File: src/sv/flt_pkg.sv
// Shared constants and control types for the fraction reducer.
// Used by the channel interfaces, the controller, the datapath and the top level.
package flt_pkg;

   localparam int DATA_WIDTH = 32;
   localparam int CNT_W      = $clog2(DATA_WIDTH);

   typedef logic [DATA_WIDTH-1:0] data_type;
   typedef logic [CNT_W-1:0]      count_type;

   localparam data_type MAX_POS  = {1'b0, {(DATA_WIDTH-1){1'b1}}};
   localparam data_type ONE      = DATA_WIDTH'(1);
   localparam data_type ZERO     = '0;

   typedef struct packed {
      logic load;
      logic gcd_step;
      logic div_init;
      logic div_step;
      logic out_load;
   } cmd_type;

   typedef struct packed {
      logic special;
      logic gcd_done;
   } status_type;

endpackage

File: src/sv/flt_req_if.sv
// Request channel: signed numerator and denominator with valid/ready.
// Depends on flt_pkg for the data width.
interface flt_req_if;
   logic               valid;
   logic               ready;
   flt_pkg::data_type  numerator_in;
   flt_pkg::data_type  denominator_in;

   modport source (output valid, numerator_in, denominator_in, input ready);
   modport sink   (input valid, numerator_in, denominator_in, output ready);
endinterface

File: src/sv/flt_rsp_if.sv
// Response channel: reduced fraction and zero-denominator flag with valid/ready.
// Depends on flt_pkg for the data width.
interface flt_rsp_if;
   logic               valid;
   logic               ready;
   flt_pkg::data_type  numerator_out;
   flt_pkg::data_type  denominator_out;
   logic               zero_denominator;

   modport source (output valid, numerator_out, denominator_out, zero_denominator,
                   input ready);
   modport sink   (input valid, numerator_out, denominator_out, zero_denominator,
                   output ready);
endinterface

File: src/sv/flt_datapath.sv
// Datapath: binary GCD on the magnitudes, two restoring dividers, output formatting.
// Driven by flt_ctrl through flt_pkg::cmd_type; reports flt_pkg::status_type.
module flt_datapath (
   input  logic                 clock,
   input  flt_pkg::cmd_type     cmd,
   output flt_pkg::status_type  status,
   input  flt_pkg::data_type    req_numerator,
   input  flt_pkg::data_type    req_denominator,
   output flt_pkg::data_type    rsp_numerator,
   output flt_pkg::data_type    rsp_denominator,
   output logic                 rsp_zero_denominator
);

   localparam int W = flt_pkg::DATA_WIDTH;

   function automatic flt_pkg::data_type mag(input flt_pkg::data_type v);
      mag = v[W-1] ? (~v + 1'b1) : v;
   endfunction

   flt_pkg::data_type num_raw_ff, den_raw_ff;
   flt_pkg::data_type a_ff, a_in, b_ff, b_in;
   flt_pkg::data_type nq_ff, nq_in, dq_ff, dq_in;
   flt_pkg::data_type nrem_ff, nrem_in, drem_ff, drem_in;
   logic              neg_ff, zden_ff, znum_ff;
   flt_pkg::data_type out_num_ff, out_den_ff;
   logic              out_zd_ff;

   flt_pkg::data_type n_trial, d_trial, fmt_num, fmt_den;
   logic              n_fit, d_fit;

   assign n_trial = {nrem_ff[W-2:0], nq_ff[W-1]};
   assign d_trial = {drem_ff[W-2:0], dq_ff[W-1]};
   assign n_fit   = n_trial >= a_ff;
   assign d_fit   = d_trial >= a_ff;

   assign status.special  = zden_ff | znum_ff;
   assign status.gcd_done = a_ff == b_ff;

   always_comb begin
      a_in    = a_ff;
      b_in    = b_ff;
      nq_in   = nq_ff;
      dq_in   = dq_ff;
      nrem_in = nrem_ff;
      drem_in = drem_ff;
      if (cmd.load) begin
         a_in  = mag(req_numerator);
         b_in  = mag(req_denominator);
         nq_in = mag(req_numerator);
         dq_in = mag(req_denominator);
      end else if (cmd.gcd_step) begin
         priority if (!a_ff[0] && !b_ff[0]) begin
            a_in  = a_ff >> 1;
            b_in  = b_ff >> 1;
            nq_in = nq_ff >> 1;
            dq_in = dq_ff >> 1;
         end else if (!a_ff[0]) begin
            a_in = a_ff >> 1;
         end else if (!b_ff[0]) begin
            b_in = b_ff >> 1;
         end else if (a_ff > b_ff) begin
            a_in = (a_ff - b_ff) >> 1;
         end else begin
            b_in = (b_ff - a_ff) >> 1;
         end
      end else if (cmd.div_init) begin
         nrem_in = flt_pkg::ZERO;
         drem_in = flt_pkg::ZERO;
      end else if (cmd.div_step) begin
         nrem_in = n_fit ? (n_trial - a_ff) : n_trial;
         drem_in = d_fit ? (d_trial - a_ff) : d_trial;
         nq_in   = {nq_ff[W-2:0], n_fit};
         dq_in   = {dq_ff[W-2:0], d_fit};
      end
   end

   always_comb begin
      priority if (zden_ff) begin
         fmt_num = num_raw_ff;
         fmt_den = den_raw_ff;
      end else if (znum_ff) begin
         fmt_num = flt_pkg::ZERO;
         fmt_den = flt_pkg::ONE;
      end else begin
         fmt_den = dq_ff[W-1] ? flt_pkg::MAX_POS : dq_ff;
         if (neg_ff) begin
            fmt_num = ~nq_ff + 1'b1;
         end else begin
            fmt_num = nq_ff[W-1] ? flt_pkg::MAX_POS : nq_ff;
         end
      end
   end

   always_ff @(posedge clock) begin
      a_ff    <= a_in;
      b_ff    <= b_in;
      nq_ff   <= nq_in;
      dq_ff   <= dq_in;
      nrem_ff <= nrem_in;
      drem_ff <= drem_in;
      if (cmd.load) begin
         num_raw_ff <= req_numerator;
         den_raw_ff <= req_denominator;
         neg_ff     <= req_numerator[W-1] ^ req_denominator[W-1];
         zden_ff    <= req_denominator == flt_pkg::ZERO;
         znum_ff    <= req_numerator == flt_pkg::ZERO;
      end
      if (cmd.out_load) begin
         out_num_ff <= fmt_num;
         out_den_ff <= fmt_den;
         out_zd_ff  <= zden_ff;
      end
   end

   assign rsp_numerator        = out_num_ff;
   assign rsp_denominator      = out_den_ff;
   assign rsp_zero_denominator = out_zd_ff;

endmodule

File: src/sv/flt_ctrl.sv
// Controller: sequences load, GCD steps, division steps and the result register.
// Depends on flt_pkg for command and status types.
module flt_ctrl (
   input  logic                 clock,
   input  logic                 reset,
   input  logic                 req_valid,
   output logic                 req_ready,
   output logic                 rsp_valid,
   input  logic                 rsp_ready,
   output flt_pkg::cmd_type     cmd,
   input  flt_pkg::status_type  status
);

   localparam logic [1:0] ST_IDLE = 2'd0;
   localparam logic [1:0] ST_GCD  = 2'd1;
   localparam logic [1:0] ST_DIV  = 2'd2;
   localparam logic [1:0] ST_FIN  = 2'd3;

   localparam flt_pkg::count_type CNT_LAST = flt_pkg::CNT_W'(flt_pkg::DATA_WIDTH - 1);

   logic [1:0]          state_ff, state_in;
   flt_pkg::count_type  cnt_ff, cnt_in;
   logic                rsp_valid_ff, rsp_valid_in;

   always_comb begin
      state_in = state_ff;
      cnt_in   = cnt_ff;
      cmd      = '0;
      unique case (state_ff)
         ST_IDLE: begin
            if (req_valid) begin
               cmd.load = 1'b1;
               state_in = ST_GCD;
            end
         end
         ST_GCD: begin
            priority if (status.special) begin
               state_in = ST_FIN;
            end else if (status.gcd_done) begin
               cmd.div_init = 1'b1;
               cnt_in       = '0;
               state_in     = ST_DIV;
            end else begin
               cmd.gcd_step = 1'b1;
            end
         end
         ST_DIV: begin
            cmd.div_step = 1'b1;
            cnt_in       = cnt_ff + 1'b1;
            if (cnt_ff == CNT_LAST) begin
               state_in = ST_FIN;
            end
         end
         ST_FIN: begin
            if (!rsp_valid_ff || rsp_ready) begin
               cmd.out_load = 1'b1;
               state_in     = ST_IDLE;
            end
         end
         default: begin
            state_in = ST_IDLE;
         end
      endcase
   end

   always_comb begin
      priority if (cmd.out_load) begin
         rsp_valid_in = 1'b1;
      end else if (rsp_ready) begin
         rsp_valid_in = 1'b0;
      end else begin
         rsp_valid_in = rsp_valid_ff;
      end
   end

   always_ff @(posedge clock) begin
      if (reset) begin
         state_ff     <= ST_IDLE;
         cnt_ff       <= '0;
         rsp_valid_ff <= 1'b0;
      end else begin
         state_ff     <= state_in;
         cnt_ff       <= cnt_in;
         rsp_valid_ff <= rsp_valid_in;
      end
   end

   assign req_ready = state_ff == ST_IDLE;
   assign rsp_valid = rsp_valid_ff;

   a_no_overwrite: assert property (@(posedge clock) disable iff (reset)
      cmd.out_load |-> (!rsp_valid_ff || rsp_ready))
      else $error("result register overwritten while pending");

   a_load_to_gcd: assert property (@(posedge clock) disable iff (reset)
      (req_valid && req_ready) |=> (state_ff == ST_GCD))
      else $error("accepted request did not start GCD");

   a_special_skip: assert property (@(posedge clock) disable iff (reset)
      (state_ff == ST_GCD && status.special) |=> (state_ff == ST_FIN))
      else $error("special case did not bypass arithmetic");

   a_div_length: assert property (@(posedge clock) disable iff (reset)
      (state_ff == ST_DIV && cnt_ff == CNT_LAST) |=> (state_ff == ST_FIN))
      else $error("division did not finish after full width");

   a_one_cmd: assert property (@(posedge clock) disable iff (reset)
      $onehot0({cmd.load, cmd.gcd_step, cmd.div_init, cmd.div_step, cmd.out_load}))
      else $error("conflicting datapath commands");

endmodule

File: src/sv/fraction_lowest_terms.sv
// Sequence: request load, binary GCD steps, restoring division steps, then the response
// register; a zero numerator or denominator skips the GCD and division steps.
// Throughput: one request at a time, set by the shared GCD/divider datapath.
// The response register lets the next request start while a result waits.
// Reset is synchronous, active high; it clears the controller and the response valid.
module fraction_lowest_terms (
   input  logic     clock,
   input  logic     reset,
   flt_req_if.sink  req_if,
   flt_rsp_if.source rsp_if
);

   flt_pkg::cmd_type     cmd;
   flt_pkg::status_type  status;

   flt_ctrl u_ctrl (
      .clock     (clock),
      .reset     (reset),
      .req_valid (req_if.valid),
      .req_ready (req_if.ready),
      .rsp_valid (rsp_if.valid),
      .rsp_ready (rsp_if.ready),
      .cmd       (cmd),
      .status    (status)
   );

   flt_datapath u_datapath (
      .clock                (clock),
      .cmd                  (cmd),
      .status               (status),
      .req_numerator        (req_if.numerator_in),
      .req_denominator      (req_if.denominator_in),
      .rsp_numerator        (rsp_if.numerator_out),
      .rsp_denominator      (rsp_if.denominator_out),
      .rsp_zero_denominator (rsp_if.zero_denominator)
   );

endmodule
File: src/flat_wrapper.sv
// flat-port wrapper written by rule: the top's interface ports become plain ports
module fraction_lowest_terms_flat 
  (clock, reset, req_if_valid, req_if_numerator_in, req_if_denominator_in, req_if_ready, rsp_if_valid, rsp_if_numerator_out, rsp_if_denominator_out, rsp_if_zero_denominator, rsp_if_ready);
  flt_req_if req_if_i ();
  flt_rsp_if rsp_if_i ();
  input  logic clock;
  input  logic reset;
  input wire logic [$bits(req_if_i.valid)-1:0] req_if_valid;
  input wire logic [$bits(req_if_i.numerator_in)-1:0] req_if_numerator_in;
  input wire logic [$bits(req_if_i.denominator_in)-1:0] req_if_denominator_in;
  output wire logic [$bits(req_if_i.ready)-1:0] req_if_ready;
  output wire logic [$bits(rsp_if_i.valid)-1:0] rsp_if_valid;
  output wire logic [$bits(rsp_if_i.numerator_out)-1:0] rsp_if_numerator_out;
  output wire logic [$bits(rsp_if_i.denominator_out)-1:0] rsp_if_denominator_out;
  output wire logic [$bits(rsp_if_i.zero_denominator)-1:0] rsp_if_zero_denominator;
  input wire logic [$bits(rsp_if_i.ready)-1:0] rsp_if_ready;
  assign req_if_i.valid = req_if_valid;
  assign req_if_i.numerator_in = req_if_numerator_in;
  assign req_if_i.denominator_in = req_if_denominator_in;
  assign req_if_ready = req_if_i.ready;
  assign rsp_if_valid = rsp_if_i.valid;
  assign rsp_if_numerator_out = rsp_if_i.numerator_out;
  assign rsp_if_denominator_out = rsp_if_i.denominator_out;
  assign rsp_if_zero_denominator = rsp_if_i.zero_denominator;
  assign rsp_if_i.ready = rsp_if_ready;
  fraction_lowest_terms u_core (.clock(clock), .reset(reset), .req_if(req_if_i), .rsp_if(rsp_if_i));
endmodule
File: config.mk
export PLATFORM = sky130hd
export DESIGN_NAME = fraction_lowest_terms_flat
export DESIGN_NICKNAME = d
export VERILOG_FILES = /design/src/sv/flt_pkg.sv /design/src/sv/flt_req_if.sv /design/src/sv/flt_rsp_if.sv /design/src/sv/flt_datapath.sv /design/src/sv/flt_ctrl.sv /design/src/sv/fraction_lowest_terms.sv /design/src/flat_wrapper.sv
export SDC_FILE = /design/constraint.sdc
export NUM_CORES = 1
export LEC_CHECK = 0
export BUFFER_PORTS_ARGS = -buffer_cell sky130_fd_sc_hd__clkbuf_2
export CORE_MARGIN = 10
export CORE_UTILIZATION = 39
export DETAILED_ROUTE_END_ITERATION = 12
export MAX_ROUTING_LAYER = met4
export PLACE_DENSITY = 0.61
export RECOVER_POWER = 25
export SYNTH_ARGS = -nofsm -noshare
export SYNTH_HDL_FRONTEND = slang
export SYNTH_SLANG_ARGS = --single-unit
File: constraint.sdc
create_clock -name clock -period 9 [get_ports clock]
set_input_delay 1.8 -clock clock [delete_from_list [all_inputs] [get_ports clock]]
set_output_delay 1.8 -clock clock [all_outputs]
set_load 0.02 [all_outputs]
==> metrics.md, run 1 <==
| Metric | Value |
|---|---|
| Buffers and inverters on the worst path | 3 |
| Unique masters post-synth | between 70 and 80 |
| #FFs+latches synth | 330 |
| I/O pins | 135 |
| Fin nets | between 2000 and 3000 |
| Port bufs | ~130 |
| Peak per-stage delay on the critical path | between 1.5 and 2 ns |
| CP delay by family, top | buffers and inverters |
| Num Clock Sinks | between 300 and 400 |
| Max Fclk | ~170 MHz |
| Core area | 59100 sq um |
| WS Path Type | input pin to flip-flop |
| Antenna violations before repair | 2 |
| CTS tree | done |
| Max-slew violation count | 283 |
| Final Core Density | a little over two fifths |
| Clock Latency Late Sink | a little under 0.6 ns |
| Nature of the critical path endpoint | flip-flop |
| YS warnings | 0 |
| WL per Instance | approximately 22 microns |
| First-pass GRT wire length | 118000 microns |
| First-pass iteration count of the detailed router | 6 |
| Post-Synthesis Cells | ~2500 |
| DRC | 0 |
| Post-route non-filler standard cell count | about 3400 |
| Share of cells above drive strength 1 | under 10% |
| Worst reg2reg setup slack | between 3 and 4 ns |
| CTS H-tree depth | 2 |
| Proportion of synthesized chip area in sequential cells | between 40% and 50% |
| Share of flip-flops with an asynchronous set or reset | 0% |
| Critical path cell sequence | clkbuf_1 -> nand2_1 -> clkinvlp_2 -> buf_4 -> nand2_1 -> nand2_1 |
| CTS Buf Count | 40 |
| Tot GR Track Use | 21.8% |
| Fin crit period | 5.99 ns |
| Pin count of the biggest net entering global routing | between 90 and 100 |
| Final setup viols | 0 |
| Vias in the first global route | approximately 20000 |
| Placed Instances | ~3300 |
| Arr. time, crit path | 6.28 ns |
| Post-synth EDFFs | about 320 |
| Setup bufs post-CTS | 0 |
| 1st-iter DRT viols | 1895 |
| Bufs on Longest Clock Path | 3 |
| Netlist Area Pre-Place | between 20000 and 25000 sq um |
| Area Overhead vs Synth | 11.0% |
| Status | finished with violations |
| Avg Vias per Cell | between 5 and 6 |
| Initial Util | 39.4% |
| DP HPWL | about 57000 microns |
| Vert. Die Dim | 264 microns |
| FILL cells | 5786 |
| Clk root buf | clkbuf_16 |
| Top cell by count, worst path | nand2_1 |
| Final WL | 76500 microns |
| Die area | 69900 sq um |
| Routed vias | 20171 |
| Mapped Nets | approximately 2800 |
| Slew HR | -128% |
| Slowest-stage cell, CP | clkinvlp_2 |
| Clock Skews | approximately 0.034 ns |
| Rows | 89 |
| Mean post-synth cell area | approximately 9.1 sq um |
| CTS clk-pin slew, worst paths | approximately 0.06 ns |
| ANT nets after route | 0 |
| Unrepaired setup endpoints after global routing | no |
| Total grt overflow | 0 |
| CP startpoint kind | input pin |
| Ratio of final minimum period to clock period | approximately 67% |
| CTS-repair resized insts | 0 |
| Failing checks | max-capacitance violations, max-slew violations |
| WP data required | slightly above 9 ns |
| Slew @ Worst Pin | 3.42 ns |
| Synth Flop Type | edfxtp_1 |
| Gpl congestion | 0.962 |
| Setup TNS | 0 ns |
| Die width | 264 microns |
| Final Hold Viols | 0 |
| Max-cap violation count | 6 |
| Cts-stage hold buffer count | 0 |
| Crit path max fanout | between 60 and 70 |
| Min-delay worst type | flip-flop to flip-flop |
[routing by layer]
metal | part of all wire, % | vias up | global-route usage [%]
li1 | - | 9454 | -
met1 | 44 | 9794 | 29.0
met2 | 45 | 789 | 33.7
met3 | 7.0 | 134 | 2.75
met4 | 3.4 | 0 | 7.77
met5 | 0 | - | -
[kinds of logic (layout without fill, tap and decap cells)]
logic type | after synthesis | after routing | share of synthesized area (%)
buffers and inverters | 255 | 340 | 4.15
other | 0 | 1 | 0
multiplexers | 39 | 39 | 1.71
AO/OA/AOI/OAI | 763 | 763 | 21.3
flip-flops | 330 | 330 | 42.2
XOR/XNOR | 187 | 187 | 7.03
AND/OR/NAND/NOR | 832 | 832 | 15.9
adder cells (fa/ha/maj) | 141 | 141 | 7.70
[sequential cells by signal, indices dropped and copies added, names as in the netlist, 31 cells and up]
register and flops:
u_core.u_datapath.num_raw_ff 32, u_core.u_datapath.den_raw_ff 32, u_core.u_datapath.b_ff 32, u_core.u_datapath.drem_ff 31
u_core.u_datapath.rsp_numerator 32, u_core.u_datapath.a_ff 32, u_core.u_datapath.nrem_ff 31, u_core.u_datapath.nq_ff 32
u_core.u_datapath.dq_ff 32, u_core.u_datapath.rsp_denominator 32
[worst paths after layout]
| kind | from | endpoint | cells past startpoint |
|---|---|---|---|
| worst max-delay path | req_if_valid | u_core.u_datapath.a_ff[0] | 6 |
| worst min-delay path | u_core.u_ctrl.cnt_ff[4] | u_core.u_ctrl.cnt_ff[4] | 2 |
| worst max register to register | u_core.u_ctrl.state_ff[1] | u_core.u_datapath.a_ff[0] | 7 |
| worst min register to register | u_core.u_ctrl.cnt_ff[4] | u_core.u_ctrl.cnt_ff[4] | 2 |
[tightest hold or removal path, stage by stage, from the launching register on]
cell and delay (ns):
dfxtp_1 0.33, a32oi_1 0.06, nor2_1 0.07
[cell usage after synthesis, types with 8 or more instances]
library cell    n  area (sq um)
nand2_1       270          1010
a21boi_0       10          75.1
o21a_1         27           203
a21oi_1       220          1100
clkbuf_1      131           492
ha_1          137          1710
o211ai_1       10          75.1
buf_1           9          33.8
a221oi_1       25           219
mux2i_1        32           320
o21ai_0       115           576
nand4_1        28           175
edfxtp_1      322          9670
nand2b_1       14          87.6
nor2_1        318          1190
inv_1         106           398
a2111oi_0      13           114
dfxtp_1         8           160
nor4_1         17           106
and3_1         17           106
or3_1          14          87.6
and2_1         12          75.1
o31ai_1        65           488
nor3_1         29           145
o31a_1          9          78.8
nand3_1        59           295
nor2b_1        19           119
a31oi_1        71           444
xnor2_1       142          1240
a211oi_1       17           128
a21o_1         79           593
o21bai_1       25           188
o41ai_1        12           105
xor2_1         45           394
[cell type report]
| class | instances | area [sq um] | area share [%] |
|---|---|---|---|
| diodes | 1 | 2.50 | 0.00967 |
| clock buffers | 46 | 1020 | 3.96 |
| clock inverters | 26 | 280 | 1.08 |
| inverters | 108 | 407 | 1.57 |
| multi-input cells | 1962 | 12600 | 48.7 |
| flip-flops and latches | 330 | 9830 | 38.0 |
| well taps | 773 | 967 | 3.74 |
| repair buffers | 160 | 771 | 2.98 |
[layout by cell type (no fill, tap or decap), types with 17 or more instances in the layout]
cell / instances
edfxtp_1: 322
nor2_1: 315
nand2_1: 269
a21oi_1: 219
xnor2_1: 142
ha_1: 137
o21ai_0: 115
inv_1: 106
a21o_1: 79
clkbuf_1: 76
a31oi_1: 70
clkbuf_2: 67
o31ai_1: 64
nand3_1: 58
xor2_1: 45
clkbuf_16: 40
mux2i_1: 32
nor3_1: 29
nand4_1: 28
o21a_1: 27
o21bai_1: 25
a221oi_1: 25
buf_4: 23
nor2b_1: 18
nor4_1: 17
and3_1: 17
a211oi_1: 17
[per-stage QoR]
step	cell area [sq um]	setup WS, ns	hold slack (ns)
after floorplan	23300	2.75	0.424
after global placement	24700	4.29	0.479
after detailed placement	24700	4.30	0.487
after CTS	26000	4.39	0.499
after global routing	25900	2.76	0.516
final	25900	3.01	0.494
Power of run 1 is not shown: default switching activity piles up to over one toggle a cycle in this logic, so the estimate is an artifact.
==> run 2, diff against run 1 <==
--- a/config.mk
+++ b/config.mk
@@ -10,7 +10,7 @@
 export CORE_UTILIZATION = 39
 export DETAILED_ROUTE_END_ITERATION = 12
 export MAX_ROUTING_LAYER = met4
-export PLACE_DENSITY = 0.61
+export PLACE_DENSITY = 0.63
 export RECOVER_POWER = 25
 export SYNTH_ARGS = -nofsm -noshare
 export SYNTH_HDL_FRONTEND = slang
==> constraint.sdc (replaced) <==
create_clock -name clock -period 5.43 [get_ports clock]
set_input_delay 1.086 -clock clock [delete_from_list [all_inputs] [get_ports clock]]
set_output_delay 1.086 -clock clock [all_outputs]
set_load 0.02 [all_outputs]
==> run 2 against run 1 <==
  * Sequential share of layout area shrank 0.17 points
  * Global-route usage shrank 0.42 points
  * The flow still finishes with violations (max-capacitance violations, max-slew violations)
  * Largest cell class unchanged
  * Register-to-register slack lost 2.5 ns
  * Non-clock buffer count grew 6
  * Utilization grew 0.20 points
==> metrics.md, run 2 (synthesis results as in run 1) <==
| Metric | Value |
|---|---|
| Fin worst setup slack | 1.11 ns (-1.91 ns) |
| WL per Instance | 22.1 microns (-1.5%) |
| Unrepaired setup endpoints after global routing | no |
| Antenna violations before repair | 2 (unchanged) |
| Avg Vias per Cell | 5.94 (+0.31%) |
| Crit path max fanout | 65 (+1.6%) |
| Core area | 59100 sq um (unchanged) |
| Peak per-stage delay on the critical path | 1.96 ns (+0.17 ns) |
| First-pass iteration count of the detailed router | 5 (-1) |
| Max-slew violation count | 243 (-14%) |
| Status | finished with violations |
| Share of cells above drive strength 1 | 7.73% (+0.29 points) |
| Most common cell after layout, fill and taps aside | edfxtp_1 |
| Placed Area | 24700 sq um (+0.29%) |
| Max Fclk | ~230 MHz |
| Final WL | 75500 microns (-1.3%) |
| Pin count of the biggest net entering global routing | 66 (-32%) |
| Clk root buf | clkbuf_16 |
| Critical path cell sequence | clkbuf_2 -> clkbuf_1 -> o21ai_0 |
| Final setup viols | 0 (unchanged) |
| ANT nets after route | 0 (unchanged) |
| DP HPWL | 56100 microns (-1.1%) |
| Fin nets | 2817 (+0.21%) |
| Slew @ Worst Pin | 3.61 ns (+0.195 ns) |
| CTS H-tree depth | 2 (unchanged) |
| Initial Util | 39.4% (unchanged) |
| Buffers and inverters on the worst path | 2 (-1) |
| Most frequent cells in the layout | edfxtp_1 (322), nor2_1 (315), nand2_1 (269) |
| Arr. time, crit path | 4.47 ns (-1.81 ns) |
| Fin crit period | about 4.3 ns |
| WP data required | 5.58 ns (-3.71 ns) |
| Layout Cell Area excl Fill | 26000 sq um (+0.45%) |
| Setup bufs post-CTS | 0 (unchanged) |
| 1st-iter DRT viols | 1990 (+5.0%) |
| Tot GR Track Use | 21.3% (-0.42 points) |
| Routed vias | 20275 (+0.52%) |
| Port bufs | 134 (unchanged) |
| Max-cap violation count | 5 (-1) |
| I/O pins | 135 (unchanged) |
| Clock Skews | 0.0287 ns (-0.00558 ns) |
| CTS clk-pin slew, worst paths | 0.06 ns (about the same) |
| Slowest-stage cell, CP | clkbuf_1 |
| Final Hold Viols | 0 (unchanged) |
| Post-Place Worst Slack | 1.35 ns (-2.95 ns) |
| CTS-repair resized insts | 0 (unchanged) |
| DRC | 0 (unchanged) |
| First-pass GRT wire length | 116000 microns (-1.7%) |
| Clock Latency Late Sink | 0.58 ns (about the same) |
| Nature of the critical path endpoint | flip-flop |
| Die area | 69900 sq um (unchanged) |
| Vias in the first global route | 19480 (-0.88%) |
| CP startpoint kind | flip-flop |
| Total grt overflow | 0 (unchanged) |
| CTS Buf Count | 40 (unchanged) |
| Setup TNS | 0 ns (unchanged) |
| Bufs on Longest Clock Path | 3 (unchanged) |
| Cts-stage hold buffer count | 0 (unchanged) |
| Vert. Die Dim | 264 microns (unchanged) |
| CTS tree | done |
| WS Path Type | flip-flop to flip-flop |
| CP delay by family, top | buffers and inverters |
| Gpl congestion | 1.01 (+5.0%) |
| Slew HR | -141% (-13 points) |
| Die width | 264 microns (unchanged) |
| Rows | 89 (unchanged) |
| Min-delay worst type | flip-flop to flip-flop |
| Ratio of final minimum period to clock period | about four fifths |
| Num Clock Sinks | 330 (unchanged) |
| Area Overhead vs Synth | 11.5% |
| Failing checks | max-capacitance violations, max-slew violations |
| Final Core Density | 43.9% (+0.20 points) |
[run 2: changes by cell type in the layout (fill, tap and decap cells not counted), sizes merged]
cell / previous run / this run
buf: 23 / 29
diode: 1 / 2
clkinv: 20 / 15
clkinvlp: 4 / 2
bufinv: 3 / 6
clkbuf: 183 / 184
inv: 107 / 110
[run 2: path summary, 6_finish.rpt]
check	from	endpoint	slack, ns	cells after the start
worst max-delay path	u_core.u_datapath.zden_ff	u_core.u_datapath.rsp_denominator[0]	1.11	3
worst min-delay path	u_core.u_ctrl.cnt_ff[4]	u_core.u_ctrl.cnt_ff[4]	0.50	2
worst max register to register	u_core.u_datapath.zden_ff	u_core.u_datapath.rsp_denominator[0]	1.11	3
worst min register to register	u_core.u_ctrl.cnt_ff[4]	u_core.u_ctrl.cnt_ff[4]	0.50	2
[run 2: area by class of cell]
class,instances,area [sq um]
Fill cell,5717,33100
Clock buffer,47,1030
Sequential cell,330,9830
Timing Repair Buffer,166,846
Clock inverter,25,313
Inverter,108,408
Antenna cell,2,5.00
Tap cell,773,967
Multi-Input combinational cell,1962,12600
[run 2: worst reg2reg max path: cells and delay by family, from the launching register on]
kind            cells  cell delay [ns]
flops               1             0.36
buf+inv             2             2.79
compound gates      1             0.74
[run 2: per-layer routing]
metal	global-route usage (%)	up-vias	routed length, microns
met2	34.0	815	34800
met4	7.11	0	2450
met1	27.4	9851	32700
met3	3.41	133	5590
met5	-	-	0
li1	-	9476	-
[run 2: per-stage QoR]
step	hold slack [ns]	std cells
floorplan	0.424	2547
global placement	0.481	3339
detailed placement	0.494	3339
CTS	0.508	3411
global route	0.536	3413
finish	0.501	3413
Power of run 2 is left out for the same reason.
